`src/hdl/rect_region_allocator_top_assert.svh`:
```
// Assertion macros for the allocator datapath.
// Each macro expects signals named clk and rst in the module that uses it.
`ifndef RECT_REGION_ALLOCATOR_TOP_ASSERT_SVH
`define RECT_REGION_ALLOCATOR_TOP_ASSERT_SVH

// The consequent must hold in the same cycle as the trigger.
`define RRA_CHECK_IMP(lbl, trig, cons) \
  lbl: assert property (@(posedge clk) disable iff (rst) (trig) |-> (cons)) \
    else $error("allocator check failed");

// The consequent must hold in the cycle after the trigger.
`define RRA_CHECK_NXT(lbl, trig, cons) \
  lbl: assert property (@(posedge clk) disable iff (rst) (trig) |=> (cons)) \
    else $error("allocator check failed");

`endif

```
`src/hdl/rra_pkg.sv`:
```
package rra_pkg;

  // Request kinds.
  localparam logic [1:0] KIND_PLACE   = 2'd0;
  localparam logic [1:0] KIND_RELEASE = 2'd1;
  localparam logic [1:0] KIND_RESIZE  = 2'd2;

  // Commands from the controller to the datapath.
  typedef struct packed {
    logic load_req;
    logic free_clr;
    logic free_inc;
    logic tslot_free;
    logic srch_init;
    logic lim_set;
    logic scan_clr;
    logic scan_rd;
    logic box_rd;
    logic scan_inc;
    logic jump;
    logic box_wr;
    logic order_app;
    logic set_valid;
    logic clr_valid;
    logic ul_clr;
    logic ul_rd;
    logic ul_step;
    logic ul_done;
    logic res_set;
    logic res_ok;
    logic res_slot;
    logic res_pos;
    logic out_load;
  } cmd_t;

  // Status from the datapath to the controller.
  typedef struct packed {
    logic [1:0] kind;
    logic       free_hit;
    logic       free_last;
    logic       size_bad;
    logic       slot_ok;
    logic       scan_end;
    logic       hit;
    logic       both_of;
    logic       step_over;
    logic       out_free;
  } sts_t;

endpackage

```
`src/hdl/rra_ctrl.sv`:
```
module rra_ctrl (
  input  logic          clk,
  input  logic          rst,
  input  logic          in_valid,
  output logic          in_stall,
  input  rra_pkg::sts_t sts,
  output rra_pkg::cmd_t cmd
);

  localparam logic [3:0] S_IDLE    = 4'd0;
  localparam logic [3:0] S_DISP    = 4'd1;
  localparam logic [3:0] S_FREE    = 4'd2;
  localparam logic [3:0] S_LIM     = 4'd3;
  localparam logic [3:0] S_LOOP    = 4'd4;
  localparam logic [3:0] S_SC_RD   = 4'd5;
  localparam logic [3:0] S_SC_WAIT = 4'd6;
  localparam logic [3:0] S_SC_CMP  = 4'd7;
  localparam logic [3:0] S_JUMP    = 4'd8;
  localparam logic [3:0] S_UL_RD   = 4'd9;
  localparam logic [3:0] S_UL_WR   = 4'd10;
  localparam logic [3:0] S_FIN     = 4'd11;

  logic [3:0] state;
  logic [3:0] state_next;

  // A new beat is taken only between requests.
  assign in_stall = (state != S_IDLE);

  // State register.
  always_ff @(posedge clk) begin
    if (rst) begin
      state <= S_IDLE;
    end else begin
      state <= state_next;
    end
  end

  // Sequencing of each request.
  always_comb begin
    cmd        = '0;
    state_next = state;
    unique case (state)
      S_IDLE: begin
        if (in_valid) begin
          cmd.load_req = 1'b1;
          state_next   = S_DISP;
        end
      end
      S_DISP: begin
        unique case (sts.kind)
          rra_pkg::KIND_PLACE: begin
            cmd.free_clr = 1'b1;
            state_next   = S_FREE;
          end
          rra_pkg::KIND_RELEASE: begin
            if (sts.slot_ok) begin
              cmd.ul_clr = 1'b1;
              state_next = S_UL_RD;
            end else begin
              cmd.res_set  = 1'b1;
              cmd.res_slot = 1'b1;
              state_next   = S_FIN;
            end
          end
          rra_pkg::KIND_RESIZE: begin
            if (sts.slot_ok) begin
              cmd.srch_init = 1'b1;
              state_next    = S_LIM;
            end else begin
              cmd.res_set  = 1'b1;
              cmd.res_slot = 1'b1;
              state_next   = S_FIN;
            end
          end
          default: begin
            cmd.res_set = 1'b1;
            state_next  = S_FIN;
          end
        endcase
      end
      S_FREE: begin
        priority if (sts.free_hit) begin
          cmd.tslot_free = 1'b1;
          cmd.srch_init  = 1'b1;
          state_next     = S_LIM;
        end else if (sts.free_last) begin
          cmd.res_set = 1'b1;
          state_next  = S_FIN;
        end else begin
          cmd.free_inc = 1'b1;
        end
      end
      S_LIM: begin
        cmd.lim_set = 1'b1;
        if (sts.size_bad) begin
          if (sts.kind == rra_pkg::KIND_RESIZE) begin
            cmd.ul_clr = 1'b1;
            state_next = S_UL_RD;
          end else begin
            cmd.res_set = 1'b1;
            state_next  = S_FIN;
          end
        end else begin
          state_next = S_LOOP;
        end
      end
      S_LOOP: begin
        if (sts.step_over) begin
          if (sts.kind == rra_pkg::KIND_RESIZE) begin
            cmd.ul_clr = 1'b1;
            state_next = S_UL_RD;
          end else begin
            cmd.res_set = 1'b1;
            state_next  = S_FIN;
          end
        end else begin
          cmd.scan_clr = 1'b1;
          state_next   = S_SC_RD;
        end
      end
      S_SC_RD: begin
        if (sts.scan_end) begin
          // No stored box overlaps: the spot is taken.
          cmd.box_wr   = 1'b1;
          cmd.res_set  = 1'b1;
          cmd.res_ok   = 1'b1;
          cmd.res_slot = 1'b1;
          cmd.res_pos  = 1'b1;
          if (sts.kind == rra_pkg::KIND_PLACE) begin
            cmd.set_valid = 1'b1;
            cmd.order_app = 1'b1;
          end
          state_next = S_FIN;
        end else begin
          cmd.scan_rd = 1'b1;
          state_next  = S_SC_WAIT;
        end
      end
      S_SC_WAIT: begin
        cmd.box_rd = 1'b1;
        state_next = S_SC_CMP;
      end
      S_SC_CMP: begin
        if (sts.hit) begin
          state_next = S_JUMP;
        end else begin
          cmd.scan_inc = 1'b1;
          state_next   = S_SC_RD;
        end
      end
      S_JUMP: begin
        if (sts.both_of) begin
          if (sts.kind == rra_pkg::KIND_RESIZE) begin
            cmd.ul_clr = 1'b1;
            state_next = S_UL_RD;
          end else begin
            cmd.res_set = 1'b1;
            state_next  = S_FIN;
          end
        end else begin
          cmd.jump   = 1'b1;
          state_next = S_LOOP;
        end
      end
      S_UL_RD: begin
        if (sts.scan_end) begin
          cmd.ul_done   = 1'b1;
          cmd.clr_valid = 1'b1;
          cmd.res_set   = 1'b1;
          cmd.res_ok    = (sts.kind == rra_pkg::KIND_RELEASE);
          cmd.res_slot  = 1'b1;
          state_next    = S_FIN;
        end else begin
          cmd.ul_rd  = 1'b1;
          state_next = S_UL_WR;
        end
      end
      S_UL_WR: begin
        cmd.ul_step = 1'b1;
        state_next  = S_UL_RD;
      end
      S_FIN: begin
        if (sts.out_free) begin
          cmd.out_load = 1'b1;
          state_next   = S_IDLE;
        end
      end
      default: begin
        state_next = S_IDLE;
      end
    endcase
  end

endmodule

```
`config.mk`:
```
export PLATFORM = sky130hd
export DESIGN_NAME = rra_ctrl
export DESIGN_NICKNAME = d
export VERILOG_FILES = /design/src/hdl/rect_region_allocator_top_assert.svh /design/src/hdl/rra_pkg.sv /design/src/hdl/rra_ctrl.sv
export SDC_FILE = /design/constraint.sdc
export NUM_CORES = 1
export LEC_CHECK = 0
export BUFFER_PORTS_ARGS = -buffer_cell sky130_fd_sc_hd__buf_2
export CAP_MARGIN = 20
export CORE_UTILIZATION = 40
export CTS_BUF_LIST = sky130_fd_sc_hd__clkbuf_8
export DETAILED_ROUTE_END_ITERATION = 12
export PLACE_DENSITY = 0.72
export SETUP_SLACK_MARGIN = 0.5
export SYNTH_ARGS = -nofsm -noshare
export SYNTH_HDL_FRONTEND = slang
export SYNTH_SLANG_ARGS = --single-unit
export TNS_END_PERCENT = 1
```
`constraint.sdc`:
```
create_clock -name clk -period 2.22 [get_ports clk]
set_input_delay 0.333 -clock clk [delete_from_list [all_inputs] [get_ports clk]]
set_output_delay 0.333 -clock clk [all_outputs]
set_load 0.02 [all_outputs]
```
==> results of run 1 <==
-- cell usage in the layout (no fill, tap or decap), types with 2 or more instances in the layout --
cell type	instances
buf_2	37
clkbuf_8	3
ha_1	4
nor4_1	5
nor3_1	10
a21oi_1	8
nand3_1	2
inv_1	9
nand2_1	8
buf_4	9
dfxtp_4	2
nor2_1	12
buf_6	2
nor2b_1	2
and3_1	2
o21ai_0	5
a31oi_1	2
dfxtp_2	2
-- critical path, stage by stage (launching register included) --
cell and delay, ps:
dfxtp_4 440, nand2b_4 70, o311a_4 310, a211o_1 290, nand3b_1 110, buf_6 120
-- worst min path at each step --
stage                     startpoint  cells past startpoint        to
final                            rst                      2  state[2]
after global routing             rst                      2  state[1]
after CTS                        rst                      2  state[2]
after detailed placement         rst                      2  state[2]
after global placement           rst                      2  state[2]
after floorplan                  rst                      1  state[1]
-- metal layers --
metal	part of all wire [%]	vias to the layer above	global-route usage (%)
li1	-	491	-
met1	42	473	34.9
met2	49	62	38.0
met3	8.1	2	6.00
met4	0.39	0	6.06
met5	0	-	0
-- area by class of cell --
type | count | area share (%)
clock buffer | 3 | 3.79
timing repair buffer | 48 | 25.3
multi-input combinational | 88 | 55.2
tap | 25 | 2.87
sequential | 4 | 8.27
inverter | 11 | 4.59
-- through the flow --
| stage | worst slack (ps) | util (%) |
|---|---|---|
| 6_report | 331 | 62.4 |
| 5_1_grt | 214 | 62.4 |
| 4_1_cts | 338 | 59.8 |
| 3_5_place_dp | 280 | 54.1 |
| 3_3_place_gp | 257 | 54.1 |
| 2_1_floorplan | 437 | - |
-- what timing repair did --
action                                  in CTS  in global routing
endpoints found under the setup margin      23                 22
buffers inserted                             4                  3
pin swaps                                    2                  2
hold buffers                                 0                  0
gates resized for setup                     11                  5
-- power breakdown --
group / internal, mW / switching (mW) / total, mW
combinational: 0.412 / 0.540 / 0.952
clock: 0.116 / 0.0387 / 0.154
sequential: 0.116 / 0.0931 / 0.209
total: 0.643 / 0.672 / 1.31
-- kinds of logic (layout without fill, tap and decap cells) --
group / Yosys count / count (layout) / synth area share (%)
adders and majority gates: 4 / 4 / 6.71
buffers and inverters: 21 / 62 / 14.8
DFF: 4 / 4 / 10.7
AOI/OAI and AO/OA: 30 / 30 / 28.2
and+or+nand+nor: 54 / 54 / 39.6
==> metrics.md, run 1 <==
| Metric | Value |
|---|---|
| Hold Path Class | `in2reg` |
| List of most frequent post-synthesis cells | `nor2_1 (13), nor3_1 (11), inv_1 (9)` |
| Synth async-reset ratio | `0%` |
| Footprint of the multi-input gates | `602 um2` |
| Post-DP Area | `943 um2` |
| Worst r2r src | `state[2]` |
| Top FF cell, synth | `dfxtp_1` |
| Fill cells | `162` |
| Pre-antenna DRT Iters | `4` |
| Maximum VDD drop | `0.000670 V` |
| Largest net degree at the start of global routing | `16` |
| Antenna violations before repair | `0` |
| CTS root buf | `clkbuf_8` |
| Vias in the first global route | `853` |
| Syn nets | `131` |
| Die area | `2040 um2` |
| H-tree Lvls | `1` |
| Proportion of layout cells with a drive suffix above 1 | `44.8%` |
| Final ANT Viol Nets | `0` |
| DR WL/cell | `14.1 um` |
| Post-route design area | `1090 um2` |
| FF-to-FF path depth | `6` |
| Setup TNS | `0 ps` |
| Hold Fails Final Rpt | `0` |
| Synthesis-stage register bit count | `4` |
| Grt total ovfl | `0` |
| Initial Util | `42.7%` |
| Total number of vias | `1028` |
| Vias/cell | `5.74` |
| Worst hold margin | `326 ps` |
| I/O pins | `39` |
| Biggest register | `state` |
| Die width | `45.2 um` |
| Core area | `1750 um2` |
| Die height | `45.2 um` |
| Total global-route track usage | `24.9%` |
| IO Port Bufs | `38` |
| Critical Path End Type | `primary output` |
| Routed wire length | `2.53 mm` |
| Most area-consuming cells after synthesis | `dfxtp_1 (11%), nor3_1 (7.4%), ha_1 (6.7%), nor2_1 (6.5%), a21oi_1 (5.4%)` |
| Seq. cell area | `90.1 um2` |
| Largest regs | `state (4)` |
| Max reg flops | `4` |
| Syn_area_per_cell | `6.60 um2` |
| EDFF count, synth | `0` |
| Clk_skew | `1.41 ps` |
| # setup viols final | `0` |
| Status | `finished, final reports clean` |
| Crit-path max FO | `10` |
| DRC | `0` |
| Row count | `15` |
| Total power | `1.31 mW` |
| Netlist Area Pre-Place | `746 um2` |
| Count leader, synth | `nor2_1` |
| Clock latency on the worst-skew pair | `220 ps` |
| Sequential-to-total area share from yosys stat | `10.7%` |
| Startpoint Class | `flop` |
| Worst setup path endpoint | `cmd[4]` |
| Area delta synth->final | `46.1%` |
| RR Endpoint | `state[3]` |
| Layout Cells excl Fill | `179` |
| P_leak | `0.534 nW` |
| Final Wtd Congestion | `0.836` |
| Power Dens Cells | `1210 nW/um2` |
| Hpwl dp | `1.72 mm` |
| Crit path launch | `state[3]` |
| Cell taking the most area after synthesis | `dfxtp_1` |
| DRT iter0 DRCs | `58` |
| CTS tree | `built` |
| RSZ-0062 raised after global routing | `yes` |
| Maxcap violations | `0` |
| Critical setup path kind | `reg2out` |
| Clock buffer count from CTS | `3` |
| CTS clock-pin slew for the worst setup and hold paths | `30 ps` |
| Synth cell types | `43` |
| Slew HR | `76.0%` |
| Clk buf depth | `2` |
| Antenna diodes | `0` |
| Slew Viols, Final | `0` |
| Sink Count | `4` |
| First-pass GRT wire length | `3.82 mm` |
| Placed Cells incl. Taps | `169` |
| Worst-Margin Slew | `351 ps` |
| # nets final | `174` |
| Worst path required time | `1890 ps` |
| Period minus WS final | `1890 ps` |
| Cells after synthesis | `113` |
| Post-synth top area share | `10.7%` |
| YS warnings | `0` |
| Final Cycle Share | `85.1%` |
| CP Data Arrival Time | `1560 ps` |
| F_max | `0.529 GHz` |
| R2R setup slack | `600 ps` |
Power figures use the tool's default switching activity.
==> inputs of run 2 (changes only) <==
--- a/config.mk
+++ b/config.mk
@@ -8,7 +8,6 @@
 export BUFFER_PORTS_ARGS = -buffer_cell sky130_fd_sc_hd__buf_2
 export CAP_MARGIN = 20
 export CORE_UTILIZATION = 40
-export CTS_BUF_LIST = sky130_fd_sc_hd__clkbuf_8
 export DETAILED_ROUTE_END_ITERATION = 12
 export PLACE_DENSITY = 0.72
 export SETUP_SLACK_MARGIN = 0.5
==> metrics.md, run 2 (synthesized netlist as in run 1, its figures left out) <==
| Metric | Value |
|---|---|
| Hold Path Class | `in2reg` |
| Fill cells | `168` |
| Pre-antenna DRT Iters | `4` |
| Vias in the first global route | `870` |
| I/O pins | `39` |
| Row count | `15` |
| Clk_skew | `0.672 ps` |
| Maximum VDD drop | `0.000670 V` |
| Max reg flops | `4` |
| Startpoint Class | `flop` |
| Status | `finished, final reports clean` |
| CTS tree | `built` |
| Slew Viols, Final | `0` |
| Slew HR | `76.4%` |
| Crit path launch | `state[3]` |
| Worst path slowest cell | `dfxtp_4` |
| Biggest register | `state` |
| F_max | `0.518 GHz` |
| Largest net degree at the start of global routing | `16` |
| # setup viols final | `0` |
| Core area | `1750 um2` |
| CP Data Arrival Time | `1600 ps` |
| DR top layer | `met4` |
| Footprint of the multi-input gates | `602 um2` |
| Die height | `45.2 um` |
| Grt total ovfl | `0` |
| Setup TNS | `0 ps` |
| Maxcap violations | `0` |
| Antenna diodes | `0` |
| Worst r2r src | `state[1]` |
| Worst path cell trace | `inv_4, nand4_1, o311a_4, a211o_1, nand3b_1, buf_6` |
| Vias/cell | `5.93` |
| Die area | `2040 um2` |
| Routed wire length | `2.42 mm` |
| Antenna violations before repair | `0` |
| Hold_sp | `rst` |
| CTS clock-pin slew for the worst setup and hold paths | `40 ps` |
| DRT met1 WL | `997 um` |
| Clk buf depth | `2` |
| WP buf/inv | `2` |
| IO Port Bufs | `38` |
| Power Dens Cells | `1160 nW/um2` |
| Critical setup path kind | `reg2out` |
| Total global-route track usage | `25.0%` |
| Worst-Margin Slew | `344 ps` |
| H-tree Lvls | `1` |
| Critical Path End Type | `primary output` |
| Clock buffer count from CTS | `3` |
| Initial Util | `42.7%` |
| Proportion of layout cells with a drive suffix above 1 | `44.1%` |
| Most common cell after layout, fill and taps aside | `buf_2` |
| Crit-path max FO | `11` |
| Most frequent cells in the layout | `buf_2 (37), nor2_1 (12), nor3_1 (10), inv_1 (9)` |
| CP top delay family | `compound AO/OA/AOI/OAI gates` |
| First-pass GRT wire length | `3.85 mm` |
| Final Cycle Share | `86.9%` |
| Hold buffers post-CTS | `0` |
| Met3 wire length | `222 um` |
| RSZ-0062 raised after global routing | `yes` |
| Period minus WS final | `1930 ps` |
| DRT iter0 DRCs | `48` |
| Final Wtd Congestion | `0.836` |
| Worst path required time | `1890 ps` |
| DR WL/cell | `13.7 um` |
| Clock latency on the worst-skew pair | `240 ps` |
| Seq. cell area | `92.6 um2` |
| Die width | `45.2 um` |
| Total number of vias | `1049` |
| Largest regs | `state (4)` |
| CTS root buf | `clkbuf_4` |
| Hpwl dp | `1.72 mm` |
| Sink Count | `4` |
| Hold Fails Final Rpt | `0` |
| Max stage delay on crit path | `390 ps` |
| Area delta synth->final | `41.6%` |
| Post-Route Utilization | `60.5%` |
| P_leak | `0.515 nW` |
| DRC | `0` |
| # nets final | `172` |
| Final ANT Viol Nets | `0` |
| DR WL met2 | `1.15 mm` |
run 2: cell types whose count changed in the layout (fill, tap and decap cells not counted), sizes merged:
| cell | change |
|---|---|
| buf | -2 |
run 2: area by class of cell:
cell class	instances	area share (%)
inverters	11	4.50
flip-flops and latches	4	8.77
well taps	25	2.96
repair buffers	46	24.6
clock buffers	3	2.13
multi-input cells	88	57.0
run 2: what timing repair did:
item,CTS,global route
endpoints found under the hold margin,0,0
buffers inserted,4,1
gates resized for setup,11,5
cloned,0,0
pin swaps,2,2
endpoints found under the setup margin,24,23
run 2: where the power goes:
part	total, mW	leakage, nW	switching (mW)	internal, mW
combinational	0.924	0.466	0.528	0.396
clock	0.0935	0.0138	0.0329	0.0607
sequential	0.210	0.0353	0.0936	0.116
total	1.23	0.515	0.654	0.573
run 2: path summary, 6_finish.rpt:
path / cells past startpoint / slack, ps / endpoint
worst max-delay path: 6 / 290 / cmd[4]
worst min-delay path: 2 / 310 / state[2]
worst max register to register: 6 / 640 / state[3]
worst min register to register: 3 / 720 / state[0]
run 2: routing by layer:
metal	vias up	track usage, %
met5	-	0
met4	0	7.88
met3	11	4.40
met2	62	38.8
met1	482	34.9
li1	494	-
run 2: worst reg2reg max path, cell delays in order (launching register included):
cell     delay [ps]
dfxtp_4         360
buf_4           170
or4_4           520
o22ai_2         170
nor2_1           80
nor2_1          110
nor3_1           50
run 2: through the flow:
stage | instances | hold WS (ps) | total power [mW] | setup WS, ps | area [um2]
after CTS | 176 | 291 | 1.18 | 310 | 1020
final | 177 | 306 | 1.23 | 290 | 1060
after floorplan | 113 | 402 | 0.801 | 437 | 771
after detailed placement | 169 | 553 | 0.983 | 280 | 943
after global routing | 177 | 313 | 1.32 | 228 | 1060
after global placement | 169 | 549 | 0.982 | 257 | 943
==> inputs of run 3 (changes only) <==
--- a/config.mk
+++ b/config.mk
@@ -7,9 +7,9 @@
 export LEC_CHECK = 0
 export BUFFER_PORTS_ARGS = -buffer_cell sky130_fd_sc_hd__buf_2
 export CAP_MARGIN = 20
-export CORE_UTILIZATION = 40
+export CORE_UTILIZATION = 45
 export DETAILED_ROUTE_END_ITERATION = 12
-export PLACE_DENSITY = 0.72
+export PLACE_DENSITY = 0.8
 export SETUP_SLACK_MARGIN = 0.5
 export SYNTH_ARGS = -nofsm -noshare
 export SYNTH_HDL_FRONTEND = slang
==> metrics.md, run 3 (synthesized netlist as in run 1, its figures left out) <==
| Metric | Value |
|---|---|
| Status | `finished, final reports clean` |
| Maxcap violations | `0` |
| Routed wire length | `2.35 mm` |
| F_max | `0.526 GHz` |
| Crit-path max FO | `5` |
| Die width | `42.7 um` |
| Clock buffer count from CTS | `3` |
| Core area | `1520 um2` |
| IO Port Bufs | `38` |
| Period minus WS final | `1900 ps` |
| Total number of vias | `1023` |
| Hold Fails Final Rpt | `0` |
| Critical Path End Type | `primary output` |
| Power Dens Cells | `1190 nW/um2` |
| GR Util met3 | `6.81%` |
| Hold Path Class | `in2reg` |
| Startpoint Class | `flop` |
| RSZ-0062 raised after global routing | `yes` |
| Most frequent cells in the layout | `buf_2 (38), nor2_1 (12), nor3_1 (10), inv_1 (9)` |
| DRT iter0 DRCs | `47` |
| Antenna diodes | `0` |
| # nets final | `171` |
| Clk buf depth | `2` |
| Critical setup path kind | `reg2out` |
| Biggest register | `state` |
| Proportion of layout cells with a drive suffix above 1 | `43.7%` |
| Sink Count | `4` |
| CTS clock-pin slew for the worst setup and hold paths | `40 ps` |
| Worst path required time | `1890 ps` |
| Largest regs | `state (4)` |
| First-pass GRT wire length | `3.92 mm` |
| Row count | `14` |
| DRC | `0` |
| Total power | `1.24 mW` |
| Post-Route Utilization | `68.4%` |
| Gr busiest metal | `met2` |
| Worst-Margin Slew | `368 ps` |
| Largest net degree at the start of global routing | `15` |
| Clock latency on the worst-skew pair | `240 ps` |
| Total global-route track usage | `27.1%` |
| Area delta synth->final | `39.8%` |
| CP Data Arrival Time | `1570 ps` |
| H-tree Lvls | `1` |
| Vias/cell | `6.13` |
| Max reg flops | `4` |
| Pre-CTS setup slack | `282 ps` |
| Die area | `1820 um2` |
| Slew Viols, Final | `0` |
| Maximum VDD drop | `0.000649 V` |
| Antenna violations before repair | `0` |
| Setup TNS | `0 ps` |
| Grt total ovfl | `0` |
| Slew HR | `74.8%` |
| Most common cell after layout, fill and taps aside | `buf_2` |
| P_leak | `0.516 nW` |
| Met1 Use GR | `33.9%` |
| Final ANT Viol Nets | `0` |
| Final Cycle Share | `85.7%` |
| DR WL/cell | `14.1 um` |
| I/O pins | `39` |
| Hpwl dp | `1.72 mm` |
| Initial Util | `48.9%` |
| Final Wtd Congestion | `0.863` |
| Met2 GRT Util | `45.5%` |
| Hold buffers post-CTS | `0` |
| Pre-antenna DRT Iters | `4` |
| # setup viols final | `0` |
| Clk_skew | `5.49 ps` |
| CTS root buf | `clkbuf_4` |
| Final worst slack | `318 ps` |
| Vias in the first global route | `971` |
| CTS tree | `built` |
| Die height | `42.7 um` |
## run 3: cell count changes in the layout (fill, tap and decap cells not counted), sizes merged
cell	previous run	this run
buf	46	45
clkinvlp	1	0
clkinv	0	1
## run 3: area by class of cell
type | count | area [um2]
Timing Repair Buffer | 45 | 259
Multi-Input combinational cell | 88 | 606
Sequential cell | 4 | 90.1
Tap cell | 16 | 20.0
Clock buffer | 3 | 22.5
Inverter | 11 | 45.0
Fill cell | 140 | 482
## run 3: final timing paths
path                 start  endpoint  slack (ps)  depth (start not counted)
hold reg to reg   state[1]  state[2]         700                          3
setup reg to reg  state[3]  state[3]         610                          6
hold / removal         rst  state[2]         310                          2
setup / recovery  state[1]    cmd[4]         320                          5
## run 3: layer usage
metal  wire (um)  up-vias
met5           0        -
met4           9        0
met3         258        3
met2        1160       69
met1         917      455
li1            -      496
## run 3: repair_timing
item                                    in CTS  in global routing
buffers inserted                             4                  0
endpoints found under the setup margin      23                 23
resized for setup                           14                  1
pin swaps                                    1                  0
## run 3: per-stage QoR
step                      cell area [um2]  std cells  hold slack (ps)
final                                1040        167              306
after global routing                 1040        167              315
after CTS                            1040        167              300
after detailed placement              932        160              550
after global placement                932        160              547
after floorplan                       771        113              402
## run 3: power breakdown
group / switching, mW / internal (mW)
sequential: 0.0842 / 0.115
clock: 0.0325 / 0.0607
combinational: 0.540 / 0.407
## run 3: critical path: stages, from the launching register on
cell and delay [ps]:
dfxtp_4 360, nand2b_4 150, o311a_1 320, a211o_1 260
nand3b_1 100, buf_4 140
